## src/rtl/hsw_pkg.sv

```systemverilog
package hsw_pkg;

  localparam int unsigned HumW     = 7;
  localparam int unsigned SpW      = 7;
  localparam int unsigned MarginW  = 8;
  localparam int unsigned BandW    = 8;
  localparam int unsigned TimeW    = 32;
  localparam int unsigned CfgIdxW  = 2;
  localparam int unsigned CfgDataW = 8;

  // Configuration register indexes
  typedef enum logic [CfgIdxW-1:0] {
    CfgSetpoint    = 2'd0,
    CfgUpperMargin = 2'd1,
    CfgLowerMargin = 2'd2
  } cfg_reg_e;

endpackage

```

## src/rtl/hysteresis_switch_with_timed_fallback.sv

```systemverilog
// Humidity on/off hysteresis switch with a timed fallback duty cycle.
//
// Channels (valid/ready, one transfer per rising edge with both high):
//   in  : humidity_i, sensor_failed_i, now_ms_i
//   out : drive_on_o, band_low_o, band_high_o (one result per input item)
//   cfg : cfg_index_i selects setpoint (0), upper margin (1), lower
//         margin (2); other indexes are ignored. cfg_ready_o is always high.
//         Write configuration only while the block holds no item.
// Path: an item taken on the in channel passes the input register, then the
//   result register, whose outputs drive the out channel.
// Throughput: one item per cycle unless stalled. The state update (one 32-bit
//   subtract and compare against the learned duration) sits in the single
//   combinational step between the input register and the result register.
// Stall: while out_ready_i is low the result register holds; the input
//   register still takes one more item, then in_ready_o drops.
// Reset: drive off, phase start and learned on/off times zero, all
//   configuration registers zero, both stages empty.
module hysteresis_switch_with_timed_fallback (
  input  logic                             clk_i,
  input  logic                             rst_ni,
  // configuration write channel
  input  logic                             cfg_valid_i,
  output logic                             cfg_ready_o,
  input  logic [hsw_pkg::CfgIdxW-1:0]      cfg_index_i,
  input  logic [hsw_pkg::CfgDataW-1:0]     cfg_data_i,
  // input items
  input  logic                             in_valid_i,
  output logic                             in_ready_o,
  input  logic [hsw_pkg::HumW-1:0]         humidity_i,
  input  logic                             sensor_failed_i,
  input  logic [hsw_pkg::TimeW-1:0]        now_ms_i,
  // results
  output logic                             out_valid_o,
  input  logic                             out_ready_i,
  output logic                             drive_on_o,
  output logic [hsw_pkg::BandW-1:0]        band_low_o,
  output logic [hsw_pkg::BandW-1:0]        band_high_o
);

  // Configuration registers
  logic [hsw_pkg::SpW-1:0]     setpoint_q;
  logic [hsw_pkg::MarginW-1:0] upper_margin_q;
  logic [hsw_pkg::MarginW-1:0] lower_margin_q;

  // Controller state
  logic                        held_on_q, held_on_d;
  logic [hsw_pkg::TimeW-1:0]   phase_start_q, phase_start_d;
  logic [hsw_pkg::TimeW-1:0]   on_time_q, on_time_d;
  logic [hsw_pkg::TimeW-1:0]   off_time_q, off_time_d;

  // Input register
  logic                        in_vld_q;
  logic [hsw_pkg::HumW-1:0]    hum_q;
  logic                        failed_q;
  logic [hsw_pkg::TimeW-1:0]   now_q;

  // Result register
  logic                        out_vld_q;
  logic                        drive_q;
  logic [hsw_pkg::BandW-1:0]   band_low_q, band_high_q;

  logic                        advance;
  logic [hsw_pkg::BandW-1:0]   band_low, band_high;
  logic [hsw_pkg::BandW-1:0]   sp_ext, hum_ext;
  logic [hsw_pkg::BandW:0]     hi_sum;
  logic [hsw_pkg::TimeW-1:0]   elapsed, limit;

  // Stage handshake: the input register empties into the result register
  // whenever the result register is free or being taken this cycle.
  assign advance     = in_vld_q && (!out_vld_q || out_ready_i);
  assign in_ready_o  = !in_vld_q || advance;
  assign cfg_ready_o = 1'b1;

  // Configuration writes
  always_ff @(posedge clk_i or negedge rst_ni) begin
    if (!rst_ni) begin
      setpoint_q     <= '0;
      upper_margin_q <= '0;
      lower_margin_q <= '0;
    end else if (cfg_valid_i) begin
      unique case (cfg_index_i)
        hsw_pkg::CfgSetpoint:    setpoint_q     <= cfg_data_i[hsw_pkg::SpW-1:0];
        hsw_pkg::CfgUpperMargin: upper_margin_q <= cfg_data_i[hsw_pkg::MarginW-1:0];
        hsw_pkg::CfgLowerMargin: lower_margin_q <= cfg_data_i[hsw_pkg::MarginW-1:0];
        default: ;  // unmapped index, write dropped
      endcase
    end
  end

  // Band edges, saturated at both ends
  assign sp_ext    = {{(hsw_pkg::BandW-hsw_pkg::SpW){1'b0}}, setpoint_q};
  assign hum_ext   = {{(hsw_pkg::BandW-hsw_pkg::HumW){1'b0}}, hum_q};
  assign band_low  = (sp_ext > lower_margin_q) ? (sp_ext - lower_margin_q) : '0;
  assign hi_sum    = {1'b0, sp_ext} + {1'b0, upper_margin_q};
  assign band_high = hi_sum[hsw_pkg::BandW] ? '1 : hi_sum[hsw_pkg::BandW-1:0];

  // Elapsed time wraps modulo 2^32
  assign elapsed = now_q - phase_start_q;
  assign limit   = held_on_q ? on_time_q : off_time_q;

  always_comb begin
    held_on_d     = held_on_q;
    phase_start_d = phase_start_q;
    on_time_d     = on_time_q;
    off_time_d    = off_time_q;
    if (!failed_q) begin
      priority if (hum_ext < band_low) begin
        // below band: off phase ends, learn its length
        off_time_d    = elapsed;
        phase_start_d = now_q;
        held_on_d     = 1'b1;
      end else if (hum_ext > band_high) begin
        on_time_d     = elapsed;
        phase_start_d = now_q;
        held_on_d     = 1'b0;
      end else begin
        // inside band: hold
      end
    end else if (elapsed > limit) begin
      // fallback: learned phase expired, toggle
      held_on_d     = !held_on_q;
      phase_start_d = now_q;
    end
  end

  always_ff @(posedge clk_i or negedge rst_ni) begin
    if (!rst_ni) begin
      held_on_q     <= 1'b0;
      phase_start_q <= '0;
      on_time_q     <= '0;
      off_time_q    <= '0;
    end else if (advance) begin
      held_on_q     <= held_on_d;
      phase_start_q <= phase_start_d;
      on_time_q     <= on_time_d;
      off_time_q    <= off_time_d;
    end
  end

  // Input register
  always_ff @(posedge clk_i or negedge rst_ni) begin
    if (!rst_ni) begin
      in_vld_q <= 1'b0;
    end else if (in_ready_o) begin
      in_vld_q <= in_valid_i;
    end
  end

  always_ff @(posedge clk_i) begin
    if (in_valid_i && in_ready_o) begin
      hum_q    <= humidity_i;
      failed_q <= sensor_failed_i;
      now_q    <= now_ms_i;
    end
  end

  // Result register
  always_ff @(posedge clk_i or negedge rst_ni) begin
    if (!rst_ni) begin
      out_vld_q <= 1'b0;
    end else if (advance) begin
      out_vld_q <= 1'b1;
    end else if (out_ready_i) begin
      out_vld_q <= 1'b0;
    end
  end

  always_ff @(posedge clk_i) begin
    if (advance) begin
      drive_q     <= held_on_d;
      band_low_q  <= band_low;
      band_high_q <= band_high;
    end
  end

  assign out_valid_o = out_vld_q;
  assign drive_on_o  = drive_q;
  assign band_low_o  = band_low_q;
  assign band_high_o = band_high_q;

endmodule

```

## config.mk

```make
export PLATFORM = sky130hd
export DESIGN_NAME = hysteresis_switch_with_timed_fallback
export DESIGN_NICKNAME = d
export VERILOG_FILES = /design/src/rtl/hsw_pkg.sv /design/src/rtl/hysteresis_switch_with_timed_fallback.sv
export SDC_FILE = /design/constraint.sdc
export NUM_CORES = 1
export LEC_CHECK = 0
export BUFFER_PORTS_ARGS = -buffer_cell sky130_fd_sc_hd__buf_2
export CAP_MARGIN = 20
export CORE_ASPECT_RATIO = 1.2
export CORE_MARGIN = 2
export CORE_UTILIZATION = 40
export CTS_CLUSTER_DIAMETER = 30
export DETAILED_ROUTE_END_ITERATION = 6
export GPL_TIMING_DRIVEN = 0
export HOLD_SLACK_MARGIN = 0.06
export PLACE_DENSITY_LB_ADDON = 0.2
export SLEW_MARGIN = 5
export SYNTH_ARGS = -nofsm -noshare
export SYNTH_HDL_FRONTEND = slang
export SYNTH_SLANG_ARGS = --single-unit
```

## constraint.sdc

```tcl
create_clock -name clk_i -period 9.65 [get_ports clk_i]
set_input_delay 2.4125 -clock clk_i [delete_from_list [all_inputs] [get_ports clk_i]]
set_output_delay 2.4125 -clock clk_i [all_outputs]
set_load 0.05 [all_outputs]
```

==> impl_metrics.env, run 1 <==
export IMPL_critical_path_class="reg2reg"
export IMPL_setup_viol=0
export IMPL_stdcell_area_sq_um=11660
export IMPL_vdd_drop_max_mv=0.1599
export IMPL_async_flop_share_pct=68.16
export IMPL_clock_latency_ns=0.44
export IMPL_ys_flop_type="dfrtp_1"
export IMPL_grt_ovfl_total=0
export IMPL_grt_pass1_wl_um=34910
export IMPL_final_net_count=1123
export IMPL_drc=0
export IMPL_antenna_found_initial=0
export IMPL_cts_path_max_buffers=2
export IMPL_finalHoldViolations=0
export IMPL_yosysSeqAreaShare_pct=46.23
export IMPL_area_sequential_sq_um=4765
export IMPL_portBuffers=73
export IMPL_yosysWarnings=0
export IMPL_die_h_um=179.8
export IMPL_netlist_area_sq_um=10310
export IMPL_fin_crit_ns=5.855
export IMPL_drive_above_1_share_pct=24.09
export IMPL_crit_required_ns=9.97
export IMPL_area_growth_pct=13.17
export IMPL_cts_sinks=179
export IMPL_drt_initial_drc_count=300
export IMPL_postCtsSetupBuffers=0
export IMPL_rows=64
export IMPL_cts_buffers=17
export IMPL_finalClockSkew_ns=0.01324
export IMPL_synth_largest_area_cell="dfrtp_1"
export IMPL_status="finished clean"
export IMPL_diodes=0
export IMPL_synth_edf_count=57
export IMPL_ant_nets=0
export IMPL_min_path_type="reg2reg"
export IMPL_first_pass_iters=4
export IMPL_avgSynthCellArea_sq_um=11.70
export IMPL_io_pin_count=75
export IMPL_crit_path_start_kind="flip-flop"
export IMPL_ctsHoldBuffers=0
export IMPL_rsz0062_at_grt="no"
export IMPL_tightest_slew_ns=0.8642
export IMPL_h_tree_depth=4
export IMPL_top_layer="met4"
export IMPL_max_slew_margin_pct=42.39
export IMPL_multi_input_area_sq_um=5194
export IMPL_tns_ns=0
export IMPL_clk_pin_slew_ns=0.07
export IMPL_vias=6813
export IMPL_leakage_nw=5.432
export IMPL_cap_violations=0
export IMPL_hpwl_um=15600
export IMPL_grt_util_all_layers_pct=16.38
export IMPL_post_synth_num_cell_types=58
export IMPL_dr_wl_met3_um=571
export IMPL_cts_root_buf="clkbuf_16"
export IMPL_grt_max_degree=70
export IMPL_gp_congestion=0.8198
export IMPL_synth_top_area_share_pct=29.62
export IMPL_worst_path_max_fanout=10
export IMPL_worstPathArrival_ns=6.17
export IMPL_vias_per_cell=5.169
export IMPL_power_density_nw_per_um2=353.9
export IMPL_cts_resized=0
export IMPL_dpl_cell_area_sq_um=11140
export IMPL_grt_pass1_vias=6926
export IMPL_synth_area_top_cells="dfrtp_1 (30%), edfxtp_1 (17%), ha_1 (11%)"
export IMPL_instances_no_fill=1318
export IMPL_core_area_sq_um=25380
export IMPL_dieArea_sq_um=27070
export IMPL_nFillCells=2394
export IMPL_fmax_mhz=170.8
export IMPL_wire_per_inst_um=15.94
export IMPL_fin_util_pct=45.95
export IMPL_syn_nets=1029
export IMPL_synthCells=881
export IMPL_endpoint_kind="flip-flop"
export IMPL_wl_met1_um=9809
export IMPL_die_x_um=150.5
export IMPL_start_util_pct=40.60
export IMPL_synth_seq_cells=179
export IMPL_drv_slew=0
export IMPL_wl_met2_um=10340
export IMPL_dpl_cell_count=1286
export IMPL_wirelength_um=21010
export IMPL_post_route_period_util_pct=60.68
export IMPL_cts_tree="done"
flip-flops by register name, summed over array words and instances, names as in the netlist:
name            flops
band_high_o         8
in_vld_q            1
now_q              32
drive_on_o          1
upper_margin_q      8
held_on_q           1
out_valid_o         1
lower_margin_q      8
setpoint_q          7
on_time_q          32
band_low_o          8
off_time_q         32
hum_q               7
phase_start_q      32
failed_q            1
worst max-delay path, stage by stage, from the launching register on:
cell and delay [ns]:
edfxtp_1 0.39, ha_1 0.29, clkbuf_1 0.34, a21o_1 0.22, a21oi_1 0.05, a22o_1 0.19, a21oi_1 0.53, a21oi_1 0.30
o21a_1 0.27, o311ai_0 0.58, ha_1 0.27, nand4_1 0.16, or4_1 0.62, nor2_1 0.21, a31o_2 0.14, o31a_1 0.18
a221o_1 0.39, buf_6 0.26, mux2_4 0.32
cells in the mapped netlist (all sizes together) (13+ instances only):
cell type and n:
mux2 114, a21oi 52, mux2i 35, ha 90, dfrtp 122, nand2 38, a21o 26, nor2 34
o21ai 34, inv 63, xor2 15, clkbuf 13, nand3 17, xnor2 19, nand2b 15, edfxtp 57
per-layer routing:
layer | track usage, % | vias up
li1 | - | 3395
met1 | 21.14 | 3312
met2 | 27.51 | 87
met3 | 3.299 | 19
met4 | 5.019 | 0
met5 | 0 | -
path summary, 6_finish.rpt:
kind / startpoint / endpoint / slack (ns) / depth (start not counted)
max in group asynchronous: rst_ni / phase_start_q[31] / 6.96 / 2
worst min-delay path: off_time_q[0] / off_time_q[0] / 0.49 / 2
worst max register to register: now_q[10] / phase_start_q[28] / 3.79 / 18
worst max-delay path: now_q[10] / phase_start_q[28] / 3.79 / 18
min in group asynchronous: rst_ni / phase_start_q[8] / 1.95 / 1
worst min register to register: off_time_q[0] / off_time_q[0] / 0.49 / 2
cell families after synthesis:
kind of cell             count (synthesis)  share of synthesized area [%]
multiplexers                           149                          16.91
buffers and inverters                   86                          3.436
AO/OA/AOI/OAI                          175                          10.90
XOR/XNOR                                34                          2.889
adder cells (fa/ha/maj)                 93                          11.51
other                                    1                        0.03639
AND/OR/NAND/NOR                        164                          8.085
flip-flops                             179                          46.23
layout by cell type, fill, tap and decap left out, types with 17 or more instances in the layout:
cell	synthesis	layout
nor2_1	34	34
nand2_1	38	38
o21ai_0	32	32
inv_1	63	63
ha_1	90	90
mux2_4	29	29
clkbuf_16	0	17
dfrtp_1	122	122
mux2_2	85	85
a21oi_1	52	52
buf_2	4	76
edfxtp_1	57	57
nand3_1	17	17
xnor2_1	19	19
mux2i_1	35	35
a21o_1	26	26
final cells by class:
class                   instances  share of cell area (%)
plain buffers                  23                   1.008
clock buffers                  19                   3.712
clock inverters                13                  0.7402
inverters                      63                   2.027
multi-input cells             616                   44.53
flip-flops and latches        179                   40.85
well taps                     330                   3.540
repair buffers                 75                   3.594
power breakdown:
part | internal, mW | leakage, nW | switching [mW] | total [mW]
clock | 0.328 | 0.249 | 0.306 | 0.634
combinational | 1.06 | 3.17 | 1.26 | 2.32
sequential | 1.05 | 2.01 | 0.124 | 1.18
metrics by stage:
stage	hold slack [ns]	power, mW	worst slack (ns)
2_1_floorplan	0.4460	2.991	4.342
3_3_place_gp	0.4646	3.489	3.795
3_5_place_dp	0.4714	3.524	3.763
4_1_cts	0.4867	4.188	3.729
5_1_grt	0.5124	4.519	3.290
6_report	0.4855	4.128	3.795
No activity file was read; power rests on OpenSTA's default activity.
==> run 2: changes to the inputs <==
==> constraint.sdc (replaced) <==
create_clock -name clk_i -period 4.9 [get_ports clk_i]
set_input_delay 1.225 -clock clk_i [delete_from_list [all_inputs] [get_ports clk_i]]
set_output_delay 1.225 -clock clk_i [all_outputs]
set_load 0.05 [all_outputs]
==> run 2 against run 1 <==
Net effect: sequential cell count unchanged; via count is 2.2% higher; clock power is 97% higher; fmax is 22% higher.
==> impl_metrics.env, run 2 (synthesized netlist as in run 1, its figures left out) <==
export IMPL_grt_pass1_vias=7040
export IMPL_crit_start="phase_start_q[0]"
export IMPL_antenna_found_initial=0
export IMPL_final_net_count=1140
export IMPL_vdd_drop_max_mv=0.3260
export IMPL_cts_buffers=17
export IMPL_die_x_um=150.5
export IMPL_cts_root_buf="clkbuf_16"
export IMPL_cts_tree="done"
export IMPL_rows=64
export IMPL_r2r_end="phase_start_q[30]"
export IMPL_grt_use_met2_pct=27.93
export IMPL_gp_congestion=0.8198
export IMPL_grt_util_all_layers_pct=16.64
export IMPL_crit_path_start_kind="flip-flop"
export IMPL_first_pass_iters=4
export IMPL_fmax_mhz=207.8
export IMPL_grt_pass1_wl_um=35370
export IMPL_h_tree_depth=4
export IMPL_dieArea_sq_um=27070
export IMPL_clk_pin_slew_ns=0.07
export IMPL_status="finished clean"
export IMPL_mostFrequentLayoutCell="dfrtp_1"
export IMPL_drv_slew=0
export IMPL_cts_path_max_buffers=2
export IMPL_ctsHoldBuffers=0
export IMPL_finalHoldViolations=0
export IMPL_grt_util_met3_pct=3.376
export IMPL_fin_crit_ns=4.813
export IMPL_critical_path_class="reg2reg"
export IMPL_diodes=0
export IMPL_portBuffers=73
export IMPL_cap_violations=0
export IMPL_cpPeakStageDelay_ns=0.56
export IMPL_start_util_pct=40.60
export IMPL_finalClockSkew_ns=0.01576
export IMPL_swShare_pct=40.94
export IMPL_tightest_slew_ns=0.8897
export IMPL_area_growth_pct=18.83
export IMPL_post_route_period_util_pct=98.23
export IMPL_timing_hold_ws_ns=0.4823
export IMPL_worst_path_max_fanout=10
export IMPL_leakage_nw=5.603
export IMPL_endpoint_kind="flip-flop"
export IMPL_multi_input_area_sq_um=5557
export IMPL_crit_cells=18
export IMPL_crit_chain="ha_4, fa_2, nand2b_4, a21oi_4, a31oi_4, a211oi_4, buf_12, o21a_4, a221oi_4, xnor2_2, ha_1, nand4_1, or4_4, o31a_1, a221o_2, buf_4, buf_12, mux2_4"
export IMPL_area_sequential_sq_um=4765
export IMPL_p_comb_share_pct=59.3
export IMPL_use_met1_pct=21.21
export IMPL_hpwl_um=15600
export IMPL_reg2reg_from="phase_start_q[0]"
export IMPL_worst_slack_ns=0.08683
export IMPL_power_frac_seq_pct=26.4
export IMPL_clock_latency_ns=0.44
export IMPL_max_slew_margin_pct=40.69
export IMPL_drive_above_1_share_pct=31.34
export IMPL_drt_initial_drc_count=290
export IMPL_final_cell_mix="dfrtp_1 (122), mux2_2 (85), ha_1 (78)"
export IMPL_setup_viol=0
export IMPL_nFillCells=2315
export IMPL_worst_r2r_cell_count=18
export IMPL_internal_power_mw=5.194
export IMPL_die_h_um=179.8
export IMPL_vias=6963
export IMPL_wirelength_um=21820
export IMPL_clkPwrFrac_pct=14.3
export IMPL_slowest_stage="or4_4"
export IMPL_min_path_type="reg2reg"
export IMPL_path_common_cell="buf_12"
export IMPL_wire_per_inst_um=16.34
export IMPL_worstPathArrival_ns=5.14
export IMPL_grt_ovfl_total=0
export IMPL_total_power_mw=8.795
export IMPL_crit_end="phase_start_q[30]"
export IMPL_rsz0062_at_grt="yes"
export IMPL_grt_max_degree=70
export IMPL_vias_per_cell=5.216
export IMPL_power_density_nw_per_um2=718.2
export IMPL_switching_power_mw=3.601
export IMPL_post_place_ws_ns=-0.9870
export IMPL_cts_sinks=179
export IMPL_r2r_slack_ns=0.09
export IMPL_drc=0
export IMPL_top_usage_layer="met2"
export IMPL_io_pin_count=75
export IMPL_crit_buf_inv=3
export IMPL_crit_family="compound AO/OA/AOI/OAI gates"
export IMPL_ant_nets=0
export IMPL_tns_ns=0
export IMPL_core_area_sq_um=25380
export IMPL_crit_required_ns=5.22
## run 2: cell types whose count changed in the layout (fill, tap and decap cells not counted), moves of 4 or more
cell and change:
ha_2 +8, a21oi_1 -14, a21oi_4 +5, buf_4 +19, buf_12 +5, o21ai_0 -8
clkbuf_1 -5, ha_4 +4, o21ai_2 +4, ha_1 -12, o21ai_1 +4, a21oi_2 +9
## run 2: power by group through the flow
stage	registers, mW	clock network [mW]	logic (mW)
floorplan	2.40	0	3.49
global placement	2.33	0	4.54
detailed placement	2.34	0	4.60
CTS	2.32	1.30	4.97
global route	2.38	1.36	5.82
finish	2.32	1.25	5.22
## run 2: area by class of cell
class                           instances  share of cell area, %
Inverter                               63                  1.931
Clock buffer                           19                  3.535
Buffer                                 18                 0.9399
Sequential cell                       179                  38.90
Tap cell                              330                  3.371
Multi-Input combinational cell        616                  45.37
Clock inverter                         13                 0.7049
Timing Repair Buffer                   97                  5.241
## run 2: through the flow
step                      utilization (%)  cell area [sq um]  instances
after floorplan                         -              10310        881
after global placement              43.67              11080       1284
after detailed placement            43.90              11140       1286
after CTS                           47.10              11960       1330
after global routing                48.25              12250       1335
final                               48.25              12250       1335
## run 2: layer usage
layer	vias up	part of all wire, %
li1	3433	-
met2	79	50
met3	26	2.4
met1	3425	46
met4	0	1.8
met5	-	0
## run 2: worst min path at each step
stage                   start        endpoint  slack, ns  cells past startpoint
6_report        off_time_q[0]   off_time_q[0]       0.48                      2
5_1_grt        off_time_q[24]  off_time_q[24]       0.51                      1
4_1_cts              in_vld_q     out_valid_o       0.49                      1
3_5_place_dp    off_time_q[0]   off_time_q[0]       0.47                      2
3_3_place_gp    off_time_q[0]   off_time_q[0]       0.46                      2
2_1_floorplan   off_time_q[0]   off_time_q[0]       0.45                      2
## run 2: worst reg2reg max path: cells and delay by family, from the launching register on
family / cells / cell delay, ns
multiplexers: 1 / 0.30
AND/OR/NAND/NOR: 3 / 0.86
adder cells (fa/ha/maj): 3 / 0.87
buffers and inverters: 3 / 0.47
flip-flops: 1 / 0.41
XOR/XNOR: 1 / 0.18
AO/OA/AOI/OAI: 7 / 1.61
## run 2: repair_timing
action / in CTS / in global routing
pin swaps: 12 / 28
buffers inserted: 13 / 9
resized for setup: 39 / 58
cloned: 1 / 0
endpoints found under the setup margin: 34 / 62
==> run 3: changes to the inputs <==
--- a/config.mk
+++ b/config.mk
@@ -5,7 +5,7 @@
 export SDC_FILE = /design/constraint.sdc
 export NUM_CORES = 1
 export LEC_CHECK = 0
-export BUFFER_PORTS_ARGS = -buffer_cell sky130_fd_sc_hd__buf_2
+export BUFFER_PORTS_ARGS = -buffer_cell sky130_fd_sc_hd__clkbuf_2
 export CAP_MARGIN = 20
 export CORE_ASPECT_RATIO = 1.2
 export CORE_MARGIN = 2
==> run 3 against run 2 <==
Net effect: global-route usage up 0.19 points; setup slack worse by 0.028 ns; sequential cell count unchanged; count of clock-buffer cells in the layout up 1; power up 1.5%; fmax down 0.57%; first-iteration DRC count up 7.6%; highest routed layer unchanged.
==> impl_metrics.env, run 3 (synthesized netlist as in run 1, its figures left out) <==
export IMPL_h_tree_depth=4
export IMPL_stdcell_area_sq_um=12260
export IMPL_first_pass_iters=4
export IMPL_swShare_pct=39.87
export IMPL_rsz0062_at_grt="yes"
export IMPL_cts_sinks=179
export IMPL_power_density_nw_per_um2=728.3
export IMPL_diodes=0
export IMPL_dieArea_sq_um=27070
export IMPL_final_cell_mix="dfrtp_1 (122), mux2_2 (85), ha_1 (81)"
export IMPL_worstPathArrival_ns=5.16
export IMPL_internal_power_mw=5.370
export IMPL_min_path_type="reg2reg"
export IMPL_dpl_cell_area_sq_um=11150
export IMPL_wirelength_um=21830
export IMPL_drc=0
export IMPL_switching_power_mw=3.561
export IMPL_cap_violations=0
export IMPL_endpoint_kind="flip-flop"
export IMPL_cts_tree="done"
export IMPL_post_place_ws_ns=-0.9985
export IMPL_hpwl_um=15460
export IMPL_crit_path_start_kind="flip-flop"
export IMPL_antenna_found_initial=0
export IMPL_crit_family="compound AO/OA/AOI/OAI gates"
export IMPL_grt_ovfl_total=0
export IMPL_cts_root_buf="clkbuf_16"
export IMPL_clk_pin_slew_ns=0.07
export IMPL_rows=64
export IMPL_mostFrequentLayoutCell="dfrtp_1"
export IMPL_power_frac_seq_pct=26.0
export IMPL_portBuffers=73
export IMPL_core_area_sq_um=25380
export IMPL_final_net_count=1140
export IMPL_fmax_mhz=206.6
export IMPL_cts_path_max_buffers=2
export IMPL_vias_per_cell=5.197
export IMPL_io_pin_count=75
export IMPL_max_slew_margin_pct=41.63
export IMPL_finalHoldViolations=0
export IMPL_tightest_slew_ns=0.8756
export IMPL_grt_pass1_wl_um=35760
export IMPL_multi_input_area_sq_um=5470
export IMPL_die_x_um=150.5
export IMPL_die_h_um=179.8
export IMPL_nFillCells=2330
export IMPL_cpPeakStageDelay_ns=0.51
export IMPL_drv_slew=0
export IMPL_post_route_period_util_pct=98.79
export IMPL_p_comb_share_pct=57.7
export IMPL_timing_hold_ws_ns=0.4811
export IMPL_status="finished clean"
export IMPL_setup_viol=0
export IMPL_grt_max_degree=100
export IMPL_cts_buffers=17
export IMPL_finalClockSkew_ns=0.01200
export IMPL_crit_buf_inv=3
export IMPL_ant_nets=0
export IMPL_worst_slack_ns=0.05920
export IMPL_leakage_nw=5.678
export IMPL_area_growth_pct=18.99
export IMPL_gp_congestion=0.8151
export IMPL_drive_above_1_share_pct=30.75
export IMPL_grt_util_all_layers_pct=16.83
export IMPL_slowest_stage="a221o_2"
export IMPL_crit_chain="inv_1, ha_2, a21o_1, a31oi_4, o21ai_2, or3_1, o21a_4, a221oi_4, xnor2_2, ha_1, nand4_1, or4_4, o31a_1, a221o_2, buf_6, buf_12, mux2_4"
export IMPL_fin_crit_ns=4.841
export IMPL_clkPwrFrac_pct=16.3
export IMPL_grt_pass1_vias=7008
export IMPL_vias=6938
export IMPL_critical_path_class="reg2reg"
export IMPL_crit_required_ns=5.22
export IMPL_vdd_drop_max_mv=0.2782
export IMPL_area_sequential_sq_um=4765
export IMPL_clock_latency_ns=0.44
export IMPL_drt_initial_drc_count=312
export IMPL_worst_path_max_fanout=10
export IMPL_start_util_pct=40.60
export IMPL_wire_per_inst_um=16.35
run 3: cell count changes in the layout (fill, tap and decap cells not counted), sizes merged:
cell / change
bufinv: +3
buf: -73
clkinvlp: -2
inv: +3
clkinv: -5
clkbuf: +73
bufbuf: +1
run 3: area by class of cell:
| type | count | area share, % |
|---|---|---|
| Sequential cell | 179 | 38.85 |
| Buffer | 17 | 0.9999 |
| Clock buffer | 20 | 3.734 |
| Timing Repair Buffer | 98 | 5.173 |
| Tap cell | 330 | 3.367 |
| Inverter | 63 | 1.928 |
| Clock inverter | 12 | 1.337 |
| Multi-Input combinational cell | 616 | 44.61 |
run 3: metal layers:
metal / global-route usage (%) / share of wire, % / wire length [um] / up-vias
met1: 21.88 / 46 / 10100 / 3404
met5: 0 / 0 / 0 / -
li1: - / - / - / 3429
met4: 4.981 / 1.4 / 295 / 0
met2: 28.44 / 50 / 10940 / 82
met3: 3.020 / 2.3 / 496 / 23
run 3: final timing paths:
path	endpoint	cells past startpoint	from	slack [ns]
worst min register to register	off_time_q[0]	2	off_time_q[0]	0.48
worst max-delay path	phase_start_q[27]	17	phase_start_q[17]	0.06
worst min-delay path	off_time_q[0]	2	off_time_q[0]	0.48
max in group asynchronous	phase_start_q[29]	2	rst_ni	3.46
worst max register to register	phase_start_q[27]	17	phase_start_q[17]	0.06
min in group asynchronous	phase_start_q[9]	1	rst_ni	0.67
run 3: power by group through the flow:
stage	Combinational (mW)	Sequential, mW	Clock [mW]
3_3_place_gp	4.54	2.33	0
4_1_cts	4.94	2.32	1.51
6_report	5.15	2.32	1.46
3_5_place_dp	4.59	2.34	0
5_1_grt	5.79	2.38	1.57
2_1_floorplan	3.49	2.40	0
run 3: repair_timing:
action	in CTS	in global routing
gates cloned	1	0
pin swaps	10	25
setup endpoints to repair	34	62
hold buffers	0	0
resized for setup	38	39
setup buffers	12	10
run 3: worst register-to-register path: cells and delay by family, from the launching register on:
kind            cells  cell delay, ns
xor+xnor            1            0.14
buf+inv             3            0.36
simple gates        3            1.01
compound gates      7            1.89
flops               1            0.38
fa+ha+maj           2            0.64
mux                 1            0.31
run 3: metrics by stage:
stage                     utilization [%]  instances  power (mW)  setup TNS [ns]
after CTS                           47.44       1329       8.760               0
final                               48.31       1335       8.931               0
after detailed placement            43.91       1286       6.928          -31.58
after global placement              43.67       1284       6.875          -30.65
after global routing                48.31       1335       9.742          -3.296
after floorplan                         -        881       5.890               0
